`src/hdl/psv_pkg.sv`:
```
// Package for the positional volume/pan block: register indexes, pipeline
// geometry and arithmetic constants. No dependencies.
`default_nettype none
package psv_pkg;
    localparam int CoordW  = 15;
    localparam int CfgIdxW = 3;

    // register indexes on the config port
    localparam logic [CfgIdxW-1:0] REG_REF_X = 3'd0;
    localparam logic [CfgIdxW-1:0] REG_REF_Y = 3'd1;
    localparam logic [CfgIdxW-1:0] REG_END_X = 3'd2;
    localparam logic [CfgIdxW-1:0] REG_END_Y = 3'd3;

    // square root: 32-bit radicand, 16-bit root, two bits per stage
    localparam int RadW              = 32;
    localparam int RootW             = 16;
    localparam int SqrtStepsPerStage = 2;
    localparam int SqrtStages        = RootW / SqrtStepsPerStage;

    // pan divider: 8 quotient bits, top bit means saturate
    localparam int DivSteps         = 8;
    localparam int DivStepsPerStage = 2;
    localparam int DivStages        = DivSteps / DivStepsPerStage;
    localparam int NumW             = 34;
    localparam int AbsW             = 33;
    localparam int PanShift         = 4;    // divide by 16

    // three front stages, root, divider, output register
    localparam int PipeDepth = 3 + SqrtStages + DivStages + 1;

    localparam logic [RootW-1:0] NearRadius = 16'd700;
    localparam logic [RootW-1:0] FloorDist  = 16'd3580;   // 700 + 240*12
    localparam logic [16:0]      RecipMul   = 17'd87382;  // ceil(2^20 / 12)
    localparam int               RecipShift = 20;
    localparam logic [7:0]       VolMax     = 8'd255;
    localparam logic [7:0]       VolFloor   = 8'd16;
    localparam logic [6:0]       PanMax     = 7'd127;
endpackage
`default_nettype wire

```
`src/hdl/psv_isqrt.sv`:
```
// Pipelined floor square root, two result bits per stage.
// Uses psv_pkg.
`default_nettype none
module psv_isqrt import psv_pkg::*; (
    input  wire logic             aclk,
    input  wire logic             en,
    input  wire logic [RadW-1:0]  rad_in,
    output logic      [RootW-1:0] root_out
);
    logic [RadW-1:0]  rem_reg   [SqrtStages];
    logic [RootW-1:0] root_reg  [SqrtStages];
    logic [RadW-1:0]  rem_next  [SqrtStages];
    logic [RootW-1:0] root_next [SqrtStages];

    // rem holds radicand minus root^2; try setting each bit from the top
    always_comb begin : step_logic
        logic [RadW-1:0]  r;
        logic [RootW-1:0] q;
        logic [RadW+1:0]  trial;
        int               bitpos;
        for (int s = 0; s < SqrtStages; s++) begin
            if (s == 0) begin
                r = rad_in;
                q = '0;
            end else begin
                r = rem_reg[s-1];
                q = root_reg[s-1];
            end
            for (int k = 0; k < SqrtStepsPerStage; k++) begin
                bitpos = RootW - 1 - s * SqrtStepsPerStage - k;
                trial  = ((RadW+2)'(q) << (bitpos + 1)) + ((RadW+2)'(1) << (2 * bitpos));
                if ((RadW+2)'(r) >= trial) begin
                    r = r - RadW'(trial);
                    q = q | (RootW'(1) << bitpos);
                end
            end
            rem_next[s]  = r;
            root_next[s] = q;
        end
    end

    always_ff @(posedge aclk) begin
        if (en) begin
            for (int s = 0; s < SqrtStages; s++) begin
                rem_reg[s]  <= rem_next[s];
                root_reg[s] <= root_next[s];
            end
        end
    end

    assign root_out = root_reg[SqrtStages-1];
endmodule
`default_nettype wire

```
`config.mk`:
```
export PLATFORM = sky130hd
export DESIGN_NAME = psv_isqrt
export DESIGN_NICKNAME = d
export VERILOG_FILES = /design/src/hdl/psv_pkg.sv /design/src/hdl/psv_isqrt.sv
export SDC_FILE = /design/constraint.sdc
export NUM_CORES = 1
export LEC_CHECK = 0
export BUFFER_PORTS_ARGS = -buffer_cell sky130_fd_sc_hd__clkbuf_2
export CORE_MARGIN = 4
export CORE_UTILIZATION = 57
export DETAILED_ROUTE_END_ITERATION = 16
export PLACE_DENSITY = 0.84
export RECOVER_POWER = 100
export SLEW_MARGIN = 20
export SYNTH_ARGS = -nofsm -noshare
export SYNTH_HDL_FRONTEND = slang
export SYNTH_SLANG_ARGS = --single-unit
```
`constraint.sdc`:
```
create_clock -name aclk -period 13.9 [get_ports aclk]
set_input_delay 0.695 -clock aclk [delete_from_list [all_inputs] [get_ports aclk]]
set_output_delay 0.695 -clock aclk [all_outputs]
set_load 0.02 [all_outputs]
```
==> impl_results.md <==
- Status: finished, violations left
- Violated checks: max-capacitance violations, max-slew violations
- Post-detailed-routing wire length: 46.9 mm
- Worst skew pair latency: 580 ps
- Share of post-route cells with drive strength above 1: 0.0516
- Start of the worst register-to-register path: root_reg[1][30]
- Std-Cell Rows: 67
- Final slew viol count: 228
- Register-to-Register Path Depth: 17
- Worst max-slew margin expressed relative to the limit: -3.94
- GRT overflow: 0
- Hold slack final: 314 ps
- Number of clock sinks seen by CTS: 296
- Highest clock frequency the design can meet: 119 MHz
- Library cell used as clock root buffer: clkbuf_16
- Number of maximum-capacitance violations: 3
- Placeable core region: ~34,000 µm²
- FILL cells: 2,744
- Shortest clock period the worst path allows after layout: 8400 ps
- CP arrival: 8730 ps
- CTS Hold Bufs: 0
- Flip-flop count of the largest register, all copies and words added: approximately 220
- Worst EP required: between 10,000 and 15,000 ps
- Clock Path Buffers: 3
- Power density normalized to cell area: 193 nW/µm²
- Port bufs: 49
- Half-perimeter wire length after placement: 36.0 mm
- Cell count after synthesis: 1,909
- Storage element area: between 8000 and 9000 µm²
- Remaining antenna violation count: 0
- Worst vdd rail ir drop: 0.133 mV
- Yosys warns: 0
- Multi-input combinational cell area: 9960 µm²
- Placer Congestion: 0.956
- Pin slew with the least headroom to its limit: 7410 ps
- Worst R2R End: rem_reg[6][9]
- Commonest register cell after synthesis: edfxtp_1
- IO Pins: 50
- Startpoint Class: register
- Mean routed wirelength per cell: 19.3 µm
- Slack of the worst reg-to-reg path: 5500 ps
- Critical Path End Type: register
- Via count of the first global-routing pass: 14,500
- Register bit total from synthesis: ~300
- Wire length of the first global-routing pass: 74.4 mm
- Initial core utilization: 0.582
- Clock tree from TritonCTS: yes
- Vertical die dimension: 193 µm
- Fin crit share: 0.604
- Leak Pwr: 0.00830 µW
- Worst clock skew on the final layout: between 10 and 15 ps
- Clock edge transition at the registers on the reported setup and hold paths: 60 ps
- Antenna Diode Count: 0
- Sum of negative setup slack: 0 ps
- Nets@finish: 2,143
- Largest net degree at the start of global routing: between 100 and 150
- Register area share after synthesis: 0.453
- Hold depth: 1
- Hold Path Origin: rad_in[6]
- Netlist cell types: 93
- Most frequent cells in the layout: edfxtp_1, nand2_1, ha_1
- Max H-tree Level: 1
- Die area: 37,400 µm²
- Total DRC errors in the routed layout: 0
- Area share of the largest cell type after synthesis: 0.453
- Initial detailed-routing violation count: 1,030
- Drt pass-1 iters: 7
- Ratio of routed vias to standard cells: 6.12
- Netlist Area Pre-Place: 19,600 µm²
- Commonest non-fill, non-tap cell in the layout: edfxtp_1
- Worst Hold Endpoint: rem_reg[0][6]
- Worst-path maximum fanout: 27
- Hold Fails Final Rpt: 0
- Via count: 14,800
- Min-Delay Path Class: in2reg
- Number of CTS-inserted buffers: 31
- Initial antenna violation count: 0
- Worst setup startpoint: root_reg[1][30]
- RSZ-0062 raised after global routing: false
- Global Route Usage Sum: 0.239
- Area added between synthesis and finish: 8.18%
- Mean Syn Cell Area: 10.3 µm²
- Number of synthesized flops with an enable pin: around 300
- Nets in the synthesized netlist: 2,100
- # resized after CTS: 0
- Buffers inserted during post-CTS setup optimization: 0
- Die width: around 190 µm
- Synth area leader: edfxtp_1
- Fraction of registers with async set or reset after synthesis: 0
- Biggest area contributors in the synthesized netlist: edfxtp_1, ha_1, xnor2_1
- Worst Setup Path Type: reg2reg
- Setup Viol. Count Final: 0
==> cells by family (layout without fill, tap and decap cells) <==
| family | Yosys count | count (layout) | synth area share |
|---|---|---|---|
| buffers and inverters | 174 | 241 | 0.0363 |
| adders and majority gates | 157 | 157 | 0.100 |
| AOI/OAI and AO/OA | 419 | 419 | 0.137 |
| muxes | 31 | 31 | 0.0172 |
| and+or+nand+nor | 646 | 646 | 0.173 |
| xor gates and xnor gates | 186 | 186 | 0.0831 |
| DFF | 296 | 296 | 0.453 |
==> layout make-up <==
cell class	count	share of cell area
Tap cell	448	0.0264
Multi-Input combinational cell	1439	0.470
Clock buffer	34	0.0371
Timing Repair Buffer	56	0.0109
Inverter	128	0.0228
Clock inverter	23	0.0137
Sequential cell	296	0.419
==> power by group <==
group / switching (µW) / internal [µW] / leakage (µW) / total, µW
combinational: 1070 / 738 / 0.00495 / 1810
sequential: 162 / 1250 / 0.00283 / 1410
clock: 351 / 522 / 0.000528 / 873
total: 1580 / 2510 / 0.00830 / 4090
==> per-layer routing <==
layer | vias to the layer above | GRT usage | share of wire
li1 | 7167 | - | -
met1 | 7042 | 0.308 | 0.42
met2 | 509 | 0.423 | 0.50
met3 | 107 | 0.0259 | 0.050
met4 | 0 | 0.0813 | 0.039
met5 | - | 0 | 0
==> Yosys cell counts (all sizes together), types with 7 or more instances <==
library cell,number
nand3,45
a2111oi,7
o21bai,8
and2,15
inv,127
xnor2,107
xor2,79
clkbuf,28
buf,18
nor2b,21
o21a,22
a21o,40
nor3b,13
a211oi,16
nand4,26
or3,22
nor2,145
nand4b,10
nand2,158
o31ai,17
o211ai,13
mux2,19
nor3,51
o21ai,82
ha,157
or2,9
a21oi,145
a31oi,9
nor4b,7
nor4,47
or4,13
edfxtp,296
and3,12
a31o,7
mux2i,12
nand2b,24
==> metrics by stage <==
step / setup WS, ps / total power (µW) / instances / util / cell area (µm²)
after floorplan: 8370 / 2740 / 1909 / - / 19600
after global placement: 7740 / 3150 / 2367 / 0.601 / 20200
after detailed placement: 7720 / 3200 / 2367 / 0.601 / 20200
after CTS: 7710 / 4080 / 2424 / 0.633 / 21300
after global routing: 4570 / 4330 / 2424 / 0.629 / 21200
final: 5500 / 4090 / 2424 / 0.629 / 21200
==> worst max path at each step <==
stage / cells after the start / endpoint
after global placement: 16 / rem_reg[5][11]
final: 17 / rem_reg[6][9]
after detailed placement: 16 / rem_reg[5][11]
after global routing: 2 / rem_reg[6][28]
after floorplan: 23 / rem_reg[6][31]
after CTS: 19 / rem_reg[5][15]
==> worst max-delay path, cell delays in order (launching register included) <==
cell and delay [ps]:
edfxtp_1 350, inv_1 80, ha_1 420, nand4_1 200, or3_1 460, o21ba_1 310, or3_1 720, clkinvlp_2 880
o21ai_0 540, ha_1 350, a21oi_1 230, o21ai_0 130, a21oi_1 330, nand3_1 130, and4b_1 210, nor4_1 1880
inv_4 450, mux2_1 480
No activity file was read; power rests on OpenSTA's default activity.
